File: config.mk
export PLATFORM = sky130hd
export DESIGN_NAME = adc_readback_frame_checker_core
export DESIGN_NICKNAME = d
export VERILOG_FILES = /design/src/rtl/adc_rbfc_pkg.sv /design/src/rtl/adc_rbfc_csr.sv /design/src/rtl/adc_rbfc_frame.sv /design/src/rtl/adc_rbfc_out.sv /design/src/rtl/adc_readback_frame_checker_core.sv
export SDC_FILE = /design/constraint.sdc
export NUM_CORES = 1
export LEC_CHECK = 0
export ABC_AREA = 0
export BUFFER_PORTS_ARGS = -buffer_cell sky130_fd_sc_hd__buf_2
export CELL_PAD_IN_SITES_DETAIL_PLACEMENT = 0
export CELL_PAD_IN_SITES_GLOBAL_PLACEMENT = 1
export CORE_MARGIN = 8
export CORE_UTILIZATION = 46
export CTS_CLUSTER_DIAMETER = 120
export DETAILED_ROUTE_END_ITERATION = 7
export GPL_TIMING_DRIVEN = 0
export PLACE_DENSITY_LB_ADDON = 0.1
export SYNTH_ARGS = -nofsm -noshare
export SYNTH_HDL_FRONTEND = slang
export SYNTH_HIERARCHICAL = 1
export SYNTH_SLANG_ARGS = --single-unit
File: constraint.sdc
create_clock -name clock -period 7.4 [get_ports clock]
set_input_delay 0.37 -clock clock [delete_from_list [all_inputs] [get_ports clock]]
set_output_delay 0.37 -clock clock [all_outputs]
set_load 0.02 [all_outputs]
File: src/rtl/adc_rbfc_pkg.sv
// ----------------------------------------------------------------------------
// adc_rbfc_pkg
// Shared types, register codes and the CRC-8 step for the ADC read-back
// frame checker.
// ----------------------------------------------------------------------------
package adc_rbfc_pkg;

   // Register indexes on the configuration port
   localparam logic [1:0] CSR_STATUS_ENABLED  = 2'd0;
   localparam logic [1:0] CSR_CHECK_MODE      = 2'd1;
   localparam logic [1:0] CSR_CHECKSUM_OFFSET = 2'd2;
   localparam logic [1:0] CSR_CRC_POLYNOMIAL  = 2'd3;

   // Check byte modes
   localparam logic [1:0] CHECK_NONE = 2'd0;
   localparam logic [1:0] CHECK_SUM  = 2'd1;
   localparam logic [1:0] CHECK_CRC  = 2'd2;

   // Reset values of the registers
   localparam logic       STATUS_ENABLED_RESET  = 1'b0;
   localparam logic [1:0] CHECK_MODE_RESET      = CHECK_SUM;
   localparam logic [7:0] CHECKSUM_OFFSET_RESET = 8'd155;
   localparam logic [7:0] CRC_POLYNOMIAL_RESET  = 8'd7;

   // Frame geometry
   localparam logic [2:0] WIDE_DATA_BYTES   = 3'd4;
   localparam logic [2:0] NARROW_DATA_BYTES = 3'd3;
   localparam logic [2:0] DATA_SLOT_BYTES   = 3'd4;

   typedef struct packed {
      logic       status_enabled;
      logic [1:0] check_mode;
      logic [7:0] checksum_offset;
      logic [7:0] crc_polynomial;
   } cfg_type;

   typedef struct packed {
      logic signed [31:0] sample_value;
      logic        [7:0]  status_byte;
      logic               check_failed;
      logic               from_narrow;
   } rsp_type;

   // One byte of CRC-8, MSB first
   function automatic logic [7:0] crc8_byte(input logic [7:0] crc,
                                            input logic [7:0] data,
                                            input logic [7:0] poly);
      logic [7:0] c;
      c = crc ^ data;
      for (int k = 0; k < 8; k++) begin
         if (c[7]) begin
            c = {c[6:0], 1'b0} ^ poly;
         end else begin
            c = {c[6:0], 1'b0};
         end
      end
      return c;
   endfunction

endpackage

File: src/rtl/adc_rbfc_csr.sv
// ----------------------------------------------------------------------------
// adc_rbfc_csr
// Configuration registers, written through a plain write port.
// ----------------------------------------------------------------------------
module adc_rbfc_csr (
   input  logic                  clock,
   input  logic                  reset,
   input  logic                  csr_write_enable,
   input  logic [1:0]            csr_index,
   input  logic [7:0]            csr_write_data,
   output adc_rbfc_pkg::cfg_type cfg
);

   adc_rbfc_pkg::cfg_type cfg_ff;
   adc_rbfc_pkg::cfg_type cfg_in;

   // Decode the write
   always_comb begin
      cfg_in = cfg_ff;
      if (csr_write_enable) begin
         unique case (csr_index)
            adc_rbfc_pkg::CSR_STATUS_ENABLED:  cfg_in.status_enabled  = csr_write_data[0];
            adc_rbfc_pkg::CSR_CHECK_MODE:      cfg_in.check_mode      = csr_write_data[1:0];
            adc_rbfc_pkg::CSR_CHECKSUM_OFFSET: cfg_in.checksum_offset = csr_write_data;
            adc_rbfc_pkg::CSR_CRC_POLYNOMIAL:  cfg_in.crc_polynomial  = csr_write_data;
            default:                           cfg_in = cfg_ff;
         endcase
      end
   end

   always_ff @(posedge clock) begin
      if (reset) begin
         cfg_ff.status_enabled  <= adc_rbfc_pkg::STATUS_ENABLED_RESET;
         cfg_ff.check_mode      <= adc_rbfc_pkg::CHECK_MODE_RESET;
         cfg_ff.checksum_offset <= adc_rbfc_pkg::CHECKSUM_OFFSET_RESET;
         cfg_ff.crc_polynomial  <= adc_rbfc_pkg::CRC_POLYNOMIAL_RESET;
      end else begin
         cfg_ff <= cfg_in;
      end
   end

   assign cfg = cfg_ff;

endmodule

File: src/rtl/adc_rbfc_frame.sv
// ----------------------------------------------------------------------------
// adc_rbfc_frame
// Input register and frame tracker: assembles the sample, runs the sum and
// the CRC, and flags the frame end with a finished result.
// ----------------------------------------------------------------------------
module adc_rbfc_frame (
   input  logic                  clock,
   input  logic                  reset,
   input  adc_rbfc_pkg::cfg_type cfg,
   input  logic                  req_valid,
   output logic                  req_stall,
   input  logic [7:0]            req_rx_byte,
   input  logic                  req_frame_start,
   input  logic                  req_adc_select,
   input  logic                  out_free,
   output logic                  res_valid,
   output adc_rbfc_pkg::rsp_type res
);

   // Input register
   logic       in_valid_ff, in_valid_in;
   logic [7:0] in_byte_ff;
   logic       in_start_ff;
   logic       in_select_ff;

   // Frame state
   logic        active_ff,  active_in;
   logic [2:0]  pos_ff,     pos_in;
   logic        chan_ff,    chan_in;
   logic        fstat_ff,   fstat_in;
   logic [1:0]  fcheck_ff,  fcheck_in;
   logic [31:0] shift_ff,   shift_in;
   logic [7:0]  status_ff,  status_in;
   logic [7:0]  sum_ff,     sum_in;
   logic [7:0]  crc_ff,     crc_in;

   logic       advance;
   logic       take;
   logic [2:0] ndata;
   logic [2:0] rel;
   logic [3:0] len;
   logic       have_check;
   logic       last;
   logic       failed;

   assign advance   = in_valid_ff && out_free;
   assign req_stall = in_valid_ff && !out_free;
   assign take      = req_valid && !req_stall;

   assign in_valid_in = take || (in_valid_ff && !advance);

   always_ff @(posedge clock) begin
      if (reset) begin
         in_valid_ff <= 1'b0;
      end else begin
         in_valid_ff <= in_valid_in;
      end
   end

   always_ff @(posedge clock) begin
      if (take) begin
         in_byte_ff   <= req_rx_byte;
         in_start_ff  <= req_frame_start;
         in_select_ff <= req_adc_select;
      end
   end

   // Per-byte frame update
   always_comb begin
      active_in  = active_ff;
      pos_in     = pos_ff;
      chan_in    = chan_ff;
      fstat_in   = fstat_ff;
      fcheck_in  = fcheck_ff;
      shift_in   = shift_ff;
      status_in  = status_ff;
      sum_in     = sum_ff;
      crc_in     = crc_ff;
      have_check = 1'b0;
      failed     = 1'b0;
      last       = 1'b0;

      // new frame restarts all running values but the held status byte
      if (in_start_ff) begin
         active_in = 1'b1;
         pos_in    = 3'd0;
         chan_in   = in_select_ff;
         fstat_in  = cfg.status_enabled;
         fcheck_in = cfg.check_mode;
         shift_in  = 32'd0;
         sum_in    = 8'd0;
         crc_in    = 8'd0;
      end

      ndata = chan_in ? adc_rbfc_pkg::NARROW_DATA_BYTES : adc_rbfc_pkg::WIDE_DATA_BYTES;
      len   = 4'(fstat_in) + 4'(adc_rbfc_pkg::DATA_SLOT_BYTES)
            + 4'(fcheck_in != adc_rbfc_pkg::CHECK_NONE);
      rel   = pos_in - 3'(fstat_in);

      if (active_in) begin
         if (fstat_in && pos_in == 3'd0) begin
            status_in = in_byte_ff;
         end else if (rel < ndata) begin
            shift_in = {shift_in[23:0], in_byte_ff};
            sum_in   = sum_in + in_byte_ff;
            crc_in   = adc_rbfc_pkg::crc8_byte(crc_in, in_byte_ff, cfg.crc_polynomial);
         end else if (rel >= adc_rbfc_pkg::DATA_SLOT_BYTES) begin
            have_check = 1'b1;
         end

         // mode three carries a check byte that is never compared
         if (have_check) begin
            if (fcheck_in == adc_rbfc_pkg::CHECK_SUM) begin
               failed = (sum_in + cfg.checksum_offset) != in_byte_ff;
            end else if (fcheck_in == adc_rbfc_pkg::CHECK_CRC) begin
               failed = crc_in != in_byte_ff;
            end
         end

         last = (4'(pos_in) + 4'd1) >= len;
         if (last) begin
            active_in = 1'b0;
            pos_in    = 3'd0;
         end else begin
            pos_in = pos_in + 3'd1;
         end
      end
   end

   assign res_valid        = advance && last;
   assign res.sample_value = shift_in;
   assign res.status_byte  = status_in;
   assign res.check_failed = failed;
   assign res.from_narrow  = chan_in;

   always_ff @(posedge clock) begin
      if (reset) begin
         active_ff <= 1'b0;
         pos_ff    <= 3'd0;
         chan_ff   <= 1'b0;
         fstat_ff  <= 1'b0;
         fcheck_ff <= adc_rbfc_pkg::CHECK_NONE;
         shift_ff  <= 32'd0;
         status_ff <= 8'd0;
         sum_ff    <= 8'd0;
         crc_ff    <= 8'd0;
      end else if (advance) begin
         active_ff <= active_in;
         pos_ff    <= pos_in;
         chan_ff   <= chan_in;
         fstat_ff  <= fstat_in;
         fcheck_ff <= fcheck_in;
         shift_ff  <= shift_in;
         status_ff <= status_in;
         sum_ff    <= sum_in;
         crc_ff    <= crc_in;
      end
   end

endmodule

File: src/rtl/adc_rbfc_out.sv
// ----------------------------------------------------------------------------
// adc_rbfc_out
// Result register toward the response channel.
// ----------------------------------------------------------------------------
module adc_rbfc_out (
   input  logic                  clock,
   input  logic                  reset,
   input  logic                  res_valid,
   input  adc_rbfc_pkg::rsp_type res,
   output logic                  out_free,
   output logic                  rsp_valid,
   input  logic                  rsp_stall,
   output logic signed [31:0]    rsp_sample_value,
   output logic [7:0]            rsp_status_byte,
   output logic                  rsp_check_failed,
   output logic                  rsp_from_narrow
);

   logic                  valid_ff, valid_in;
   adc_rbfc_pkg::rsp_type data_ff;

   // free when empty or being taken this cycle
   assign out_free = !valid_ff || !rsp_stall;
   assign valid_in = out_free ? res_valid : valid_ff;

   always_ff @(posedge clock) begin
      if (reset) begin
         valid_ff <= 1'b0;
      end else begin
         valid_ff <= valid_in;
      end
   end

   always_ff @(posedge clock) begin
      if (out_free && res_valid) begin
         data_ff <= res;
      end
   end

   assign rsp_valid        = valid_ff;
   assign rsp_sample_value = data_ff.sample_value;
   assign rsp_status_byte  = data_ff.status_byte;
   assign rsp_check_failed = data_ff.check_failed;
   assign rsp_from_narrow  = data_ff.from_narrow;

endmodule

File: src/rtl/adc_readback_frame_checker_core.sv
// ----------------------------------------------------------------------------
// adc_readback_frame_checker_core
// Checks ADC read-back frames byte by byte and reports the assembled sample,
// the latest status byte and a check mismatch flag at each frame end.
//
//   channel  direction  handshake         payload
//   req      in         req_valid/stall   rx_byte, frame_start, adc_select
//   rsp      out        rsp_valid/stall   sample_value, status_byte,
//                                         check_failed, from_narrow
//   csr      in         csr_write_enable  csr_index, csr_write_data
//
// One item per cycle sustained while rsp is not stalled; the last byte of
// its frame passes the input register, then the result register, before
// rsp_valid rises for that frame.
// Reset is synchronous and clears frame state and registers to defaults.
// A stall on rsp holds the result register and backs up to req_stall.
// ----------------------------------------------------------------------------
module adc_readback_frame_checker_core (
   input  logic               clock,
   input  logic               reset,
   input  logic               req_valid,
   output logic               req_stall,
   input  logic [7:0]         req_rx_byte,
   input  logic               req_frame_start,
   input  logic               req_adc_select,
   output logic               rsp_valid,
   input  logic               rsp_stall,
   output logic signed [31:0] rsp_sample_value,
   output logic [7:0]         rsp_status_byte,
   output logic               rsp_check_failed,
   output logic               rsp_from_narrow,
   input  logic               csr_write_enable,
   input  logic [1:0]         csr_index,
   input  logic [7:0]         csr_write_data
);

   adc_rbfc_pkg::cfg_type cfg;
   adc_rbfc_pkg::rsp_type res;
   logic                  res_valid;
   logic                  out_free;

   adc_rbfc_csr u_csr (
      .clock            (clock),
      .reset            (reset),
      .csr_write_enable (csr_write_enable),
      .csr_index        (csr_index),
      .csr_write_data   (csr_write_data),
      .cfg              (cfg)
   );

   adc_rbfc_frame u_frame (
      .clock           (clock),
      .reset           (reset),
      .cfg             (cfg),
      .req_valid       (req_valid),
      .req_stall       (req_stall),
      .req_rx_byte     (req_rx_byte),
      .req_frame_start (req_frame_start),
      .req_adc_select  (req_adc_select),
      .out_free        (out_free),
      .res_valid       (res_valid),
      .res             (res)
   );

   adc_rbfc_out u_out (
      .clock            (clock),
      .reset            (reset),
      .res_valid        (res_valid),
      .res              (res),
      .out_free         (out_free),
      .rsp_valid        (rsp_valid),
      .rsp_stall        (rsp_stall),
      .rsp_sample_value (rsp_sample_value),
      .rsp_status_byte  (rsp_status_byte),
      .rsp_check_failed (rsp_check_failed),
      .rsp_from_narrow  (rsp_from_narrow)
   );

endmodule

## Word level (Yosys, flattened, before mapping)

Cells that the tools add are included.

- Memories kept: 0
- Memory bits (writable): 0
- Flip-flop bits (word level): 137
- Latch bits: 0
- Bits in read-only memories: 0
- Input port bits: 25
- Output and inout port bits: 44

- Reductions and logical operators: 22
- Shift operators: 0
- $lt $le $gt $ge: 3
- Div/mod/pow operators: 0
- Multiply operators: 0
- Multiplexer cells: 62
- Bitwise gates (word level): 9
- Equal/unequal tests: 7
- $add $sub $neg: 7

Operator list:

| kind | count |
|---|---|
| $mux W8 | 41 |
| $mux W32 | 4 |
| $xor A8 B8 Y8 | 9 |
| $add A8 B8 Y8 | 2 |
| $ne A8 B8 Y1 | 2 |
| $mux W1 | 12 |
| $mux W3 | 4 |
| $reduce_and A2 Y1 | 5 |
| $logic_and A1 B1 Y1 | 7 |
| $eq A2 B2 Y1 const B | 3 |
| $logic_not A1 Y1 | 5 |
| $add A1 B3 Y4 const B | 1 |
| $add A3 B1 Y4 const B | 1 |
| $add A4 B1 Y4 | 1 |
| $eq A2 B1 Y1 const B | 2 |
| $ge A4 B4 Y1 | 1 |
| $add A3 B1 Y3 const B | 1 |
| $ge A3 B3 Y1 const B | 1 |
| $logic_not A3 Y1 | 1 |
| $lt A3 B3 Y1 | 1 |
| $sub A3 B1 Y3 | 1 |
| $logic_not A2 Y1 | 1 |
| $logic_or A1 B1 Y1 | 2 |
| $mux W2 | 1 |
| $reduce_bool A2 Y1 | 1 |

## Longest topological paths before layout

- Word-level depth: 45
- Mapped depth: 32
- Depth with buffers taken out: 25

## Hierarchy

The synthesis kept the hierarchy.

By module, submodules not included:

| module | cells each | area an instance (µm²) | instances | seq. area each (µm²) |
|---|---|---|---|---|
| adc_rbfc_frame | 911 | 6538.8 | 1 | 1601.5 |
| adc_rbfc_out | 47 | 1300.0 | 1 | 1281.2 |
| adc_rbfc_csr | 81 | 814.5 | 1 | 380.4 |

## Worst setup path before layout

Ideal clock, no wire load.

- Kind: reg2reg
- Start: register u_frame.in_start_ff
- End: register u_out.data_ff (netlist bit u_out/rsp_check_failed) (data pin)
- Buffers on the path: 8
- Period minus slack after synthesis: 6.158 ns
- Library setup time: 0.251 ns
- Arrival time: 5.907 ns
- Data required time: 7.149 ns
- Cell stages (with the launch flop): 32
- Setup slack: 1.242 ns
- Path through: edfxtp_1 -> clkbuf_1 -> buf_1 -> clkbuf_1 -> clkbuf_1 -> buf_1 -> nor2b_1 -> inv_1 -> ha_1 -> inv_1 -> ha_1 -> a21boi_0 -> o21ai_0 -> nand2b_1 -> or2_2 -> clkbuf_1 -> clkbuf_1 -> o21ai_0 -> ha_1 -> a21o_1 -> a21oi_1 -> o21bai_1 -> a21oi_1 -> o21bai_1 -> a21oi_1 -> xnor2_1 -> xnor2_1 -> a21oi_1 -> a221oi_1 -> o31a_1 -> a311oi_1 -> buf_4

- Word-level cells in the longest chain between the ends: 44

Ends and longest elaborated chain:

| what | line | text |
|---|---|---|
| start, declared | adc_rbfc_frame.sv:23 | `logic in_start_ff;` |
| start signal, assigned | adc_rbfc_frame.sv:63 | `in_start_ff <= req_frame_start;` |
| $mux W8 | adc_rbfc_frame.sv:84 | `if (in_start_ff) begin` |
| $xor A8 B8 Y8 | adc_rbfc_pkg.sv:49 | `c = crc ^ data;` |
| $xor A8 B8 Y8 / $mux W8 (equally long branches) | adc_rbfc_pkg.sv:52, adc_rbfc_pkg.sv:51 |  |
| $mux W8, on equally long branches | adc_rbfc_pkg.sv:51, adc_rbfc_frame.sv:103 |  |
| $mux W8, on equally long branches | adc_rbfc_frame.sv:103, adc_rbfc_frame.sv:101 |  |
| $mux W8, on equally long branches | adc_rbfc_frame.sv:101, adc_rbfc_frame.sv:100 |  |
| $mux W8 / $xor A8 B8 Y8 (equally long branches) | adc_rbfc_frame.sv:100, adc_rbfc_pkg.sv:52 |  |
| $xor A8 B8 Y8 / $mux W8 (equally long branches) | adc_rbfc_pkg.sv:52, adc_rbfc_pkg.sv:51 |  |
| (+28 left out) | - |  |
| $mux W8 / $xor A8 B8 Y8 (equally long branches) | adc_rbfc_frame.sv:100, adc_rbfc_pkg.sv:52 |  |
| $mux W8 | adc_rbfc_pkg.sv:51 | `if (c[7]) begin` |
| $mux W8 | adc_rbfc_frame.sv:103 | `end else if (rel < ndata) begin` |
| $mux W8 | adc_rbfc_frame.sv:101 | `if (fstat_in && pos_in == 3'd0) begin` |
| $mux W8 | adc_rbfc_frame.sv:100 | `if (active_in) begin` |
| $ne A8 B8 Y1 | adc_rbfc_frame.sv:116 | `failed = crc_in != in_byte_ff;` |
| $mux W1 | adc_rbfc_frame.sv:115 | `end else if (fcheck_in == adc_rbfc_pkg::CHECK_CRC) begin` |
| $mux W1 | adc_rbfc_frame.sv:113 | `if (fcheck_in == adc_rbfc_pkg::CHECK_SUM) begin` |
| end signal, assigned | adc_rbfc_out.sv:36 | `data_ff <= res;` |
| end, declared | adc_rbfc_out.sv:20 | `adc_rbfc_pkg::rsp_type data_ff;` |

Several ways; a longest one is shown, not always the timed one. The select of a mux whose other input is x is not followed.
A chain may end at the register's enable or synchronous reset.

## Worst setup path in the final report

Same ends and word-level chain as after synthesis.

==> metrics.txt <==
# TYPE chip_impl_metric gauge
chip_impl_metric{name="core_outline_area",unit="um^2"} 18600
chip_impl_metric{name="grt_pass1_vias",unit=""} 7642
chip_impl_metric{name="synthesis.area",unit="um^2"} 8650
chip_impl_metric{name="synth_sequential_area_ratio",unit=""} 0.377
chip_impl_info{name="synthMostInstantiatedCell",value="sky130_fd_sc_hd__nand2_1"} 1
chip_impl_metric{name="horizontal_die_dimension",unit="um"} 153
chip_impl_info{name="crit_path_start_kind",value="register"} 1
chip_impl_metric{name="layout_setup_ws",unit="ps"} 545
chip_impl_metric{name="final.period_utilization",unit=""} 0.926
chip_impl_info{name="synth_area_leaders",value="sky130_fd_sc_hd__dfxtp_1 20%, sky130_fd_sc_hd__edfxtp_1 18%, sky130_fd_sc_hd__nand2_1 8.1%"} 1
chip_impl_info{name="cts.root.buffer_cell",value="sky130_fd_sc_hd__clkbuf_16"} 1
chip_impl_metric{name="detailroute.via_count",unit=""} 7818
chip_impl_metric{name="cp_data_arrival_time",unit="ps"} 7160
chip_impl_metric{name="die_area",unit="um^2"} 23500
chip_impl_metric{name="power_density",unit="nW/um^2"} 235
chip_impl_metric{name="drc",unit=""} 0
chip_impl_metric{name="die_h",unit="um"} 153
chip_impl_metric{name="clockBufferDepth",unit=""} 2
chip_impl_metric{name="start_util",unit=""} 0.466
chip_impl_metric{name="drive_above_1_share",unit=""} 0.125
chip_impl_metric{name="slowest_delay",unit="ps"} 580
chip_impl_metric{name="post-synth-top-area-fraction",unit=""} 0.197
chip_impl_metric{name="insertion_delay",unit="ps"} 430
chip_impl_metric{name="grt_max_degree",unit=""} 42
chip_impl_metric{name="fin_worst_skew",unit="ps"} 17.4
chip_impl_metric{name="crit_required",unit="ps"} 7700
chip_impl_metric{name="nets",unit=""} 1175
chip_impl_info{name="tritoncts",value="built"} 1
chip_impl_metric{name="viasPerCell",unit=""} 5.70
chip_impl_metric{name="yosys.cell_types.count",unit=""} 81
chip_impl_info{name="worst_path_max_delay_cell",value="sky130_fd_sc_hd__clkbuf_1"} 1
chip_impl_metric{name="io_pins",unit=""} 69
chip_impl_info{name="rsz0062_at_grt",value="no"} 1
chip_impl_metric{name="synthesis_stage_register_bit_count",unit=""} 137
chip_impl_metric{name="pre_cts_slack",unit="ps"} -505
chip_impl_metric{name="drv_slew",unit=""} 0
chip_impl_metric{name="cts-buffers-inserted",unit=""} 17
chip_impl_metric{name="crit_fanout",unit=""} 10
chip_impl_metric{name="path_clk_slew",unit="ps"} 60
chip_impl_metric{name="yosysWarnings",unit=""} 6
chip_impl_metric{name="synth-async-reset-ratio",unit=""} 0
chip_impl_metric{name="netlist_instances",unit=""} 1039
chip_impl_metric{name="placementRows",unit=""} 50
chip_impl_metric{name="drt_pass1_iterations",unit=""} 5
chip_impl_metric{name="clock_tree.htree_level_count",unit=""} 4
chip_impl_metric{name="synth-edff-count",unit=""} 52
chip_impl_metric{name="tightest_slew",unit="ps"} 1290
chip_impl_metric{name="multi_input_comb_area",unit="um^2"} 4960
chip_impl_metric{name="vdd_ir_drop_max",unit="mV"} 0.171
chip_impl_metric{name="place.detailed.hpwl",unit="mm"} 18.9
chip_impl_metric{name="hold_viol",unit=""} 0
chip_impl_metric{name="number_of_clock_sinks",unit=""} 137
chip_impl_metric{name="maxCapViolCount",unit=""} 0
chip_impl_metric{name="cell_total_after_placement",unit=""} 1342
chip_impl_metric{name="synthToLayoutAreaGrowth",unit="%"} 14.5
chip_impl_info{name="run_status",value="finished, final reports clean"} 1
chip_impl_info{name="yosysTopAreaCell",value="sky130_fd_sc_hd__dfxtp_1"} 1
chip_impl_metric{name="antenna_found_initial",unit=""} 0
chip_impl_metric{name="post_synth.cell_area_avg",unit="um^2"} 8.33
chip_impl_metric{name="avgRoutedWirePerCell",unit="um"} 18.8
chip_impl_info{name="worst_setup_path_end_kind",value="register"} 1
chip_impl_metric{name="place.port_buffers",unit=""} 68
chip_impl_metric{name="num_antenna_cells",unit=""} 0
chip_impl_metric{name="routed_wire_length",unit="mm"} 25.8
chip_impl_metric{name="global_route.usage.total",unit=""} 0.221
chip_impl_metric{name="detailedRoute.firstIterationViolations",unit=""} 747
chip_impl_metric{name="cellLeakagePower",unit="nW"} 3.68
chip_impl_metric{name="globalplace.congestion",unit=""} 0.883
chip_impl_metric{name="max_clock_freq",unit="MHz"} 146
chip_impl_info{name="min-delay-path-class",value="input port to register"} 1
chip_impl_metric{name="fill_cells",unit=""} 1804
chip_impl_metric{name="final_antenna_net_count",unit=""} 0
chip_impl_info{name="synth_top_flop_cell",value="sky130_fd_sc_hd__dfxtp_1"} 1
chip_impl_metric{name="mappedNetlistNets",unit=""} 1089
chip_impl_metric{name="gr-total-overflow",unit=""} 0
chip_impl_metric{name="max-slew-margin-rel",unit=""} 0.136
chip_impl_metric{name="grt_pass1_wl",unit="mm"} 41.2
chip_impl_metric{name="post_layout_nonfiller_instances",unit=""} 1372
chip_impl_info{name="synth.top_cells.by_count",value="187 x sky130_fd_sc_hd__nand2_1, 93 x sky130_fd_sc_hd__a21oi_1, 91 x sky130_fd_sc_hd__nor2_1, 85 x sky130_fd_sc_hd__dfxtp_1, 55 x sky130_fd_sc_hd__xnor2_1"} 1
chip_impl_metric{name="finalSetupViolCount",unit=""} 0
chip_impl_metric{name="seq_area",unit="um^2"} 3260
chip_impl_metric{name="layout_min_cycle_time",unit="ps"} 6850
chip_impl_info{name="start_to_end_type_of_the_worst_setup_path",value="register to register"} 1
==> report_power, final <==
| group | switching, W | internal [W] | total, W |
|---|---|---|---|
| Sequential | 0.0000208 | 0.000805 | 0.000825 |
| Clock | 0.000354 | 0.000512 | 0.000867 |
| Combinational | 0.000386 | 0.000253 | 0.000639 |
==> state kept, by name, summed over array words and instances, names as in the netlist, 2 cells and up <==
name / count
u_frame/shift_ff: 32
u_out/rsp_sample_value: 32
u_csr/cfg: 19
u_frame/crc_ff: 8
u_frame/in_byte_ff: 8
u_frame/status_ff: 8
u_frame/sum_ff: 8
u_out/rsp_status_byte: 8
u_frame/pos_ff: 3
u_frame/fcheck_ff: 2
==> cell type report <==
class                   count  share of cell area
plain buffers              71              0.0315
well taps                 234              0.0296
clock inverters            14              0.0162
flip-flops and latches    137               0.329
multi-input cells         799               0.501
clock buffers              18              0.0443
inverters                  30              0.0114
repair buffers             69              0.0364
==> per-stage QoR <==
step                cell area, um^2  TNS [ps]  hold WS (ps)  power (W)  utilization
floorplan                      8650         0           432    0.00132            -
global placement               9290      -653           440    0.00147        0.500
detailed placement             9310      -505           447    0.00147        0.501
CTS                            9910         0           106    0.00234        0.533
global route                   9900         0           106    0.00244        0.533
finish                         9900         0           118    0.00233        0.533
==> cells in the final DEF, fill, tap and decap left out, drive strengths merged, types with 23 or more instances in the layout <==
| cell | n |
|---|---|
| mux2i | 25 |
| nor2 | 91 |
| nor3 | 34 |
| nand2 | 187 |
| a21oi | 94 |
| clkbuf | 72 |
| inv | 35 |
| o21ai | 52 |
| xnor2 | 56 |
| edfxtp | 52 |
| ha | 23 |
| dfxtp | 85 |
| buf | 86 |
==> what timing repair did <==
item / CTS / global route
buffers inserted: 0 / 0
resized for setup: 3 / 2
setup endpoints to repair: 1 / 1
hold buffers: 0 / 0
==> final timing paths <==
kind                                                      from                                to  slack [ps]  cells after the start
worst max-delay path             u_frame/in_start_ff$_DFFE_PP_  u_out/rsp_check_failed$_DFFE_PP_         550                     30
worst min-delay path                            req_rx_byte[1]   u_frame/in_byte_ff[1]$_DFFE_PP_         120                      1
worst max register to register   u_frame/in_start_ff$_DFFE_PP_  u_out/rsp_check_failed$_DFFE_PP_         550                     30
worst min register to register  u_frame/sum_ff[2]$_SDFFE_PP0P_    u_frame/sum_ff[2]$_SDFFE_PP0P_         460                      2
==> logic make-up (layout without fill, tap and decap cells) <==
family,after synthesis,in the layout,synth area share
flip-flops,137,137,0.377
AND/OR/NAND/NOR,415,415,0.218
adder cells (fa/ha/maj),25,25,0.0379
AO/OA/AOI/OAI,250,250,0.193
multiplexers,35,35,0.0419
XOR/XNOR,74,74,0.0821
buffers and inverters,103,202,0.0493
==> critical path, delay by kind of cell (launching register included) <==
family / cells / cell delay (ps)
adder cells (fa/ha/maj): 4 / 1050
buffers and inverters: 7 / 2020
flip-flops: 1 / 440
AO/OA/AOI/OAI: 13 / 2390
XOR/XNOR: 2 / 260
AND/OR/NAND/NOR: 4 / 550
==> layer usage <==
metal  up-vias  wire length [um]  track usage
met4         0               461       0.0674
met3        29              1570       0.0445
met5         -                 0            0
met1      3721             12100        0.298
met2       229             11700        0.348
li1       3839                 -            -
Note: power is estimated with default switching activity, not from simulation.
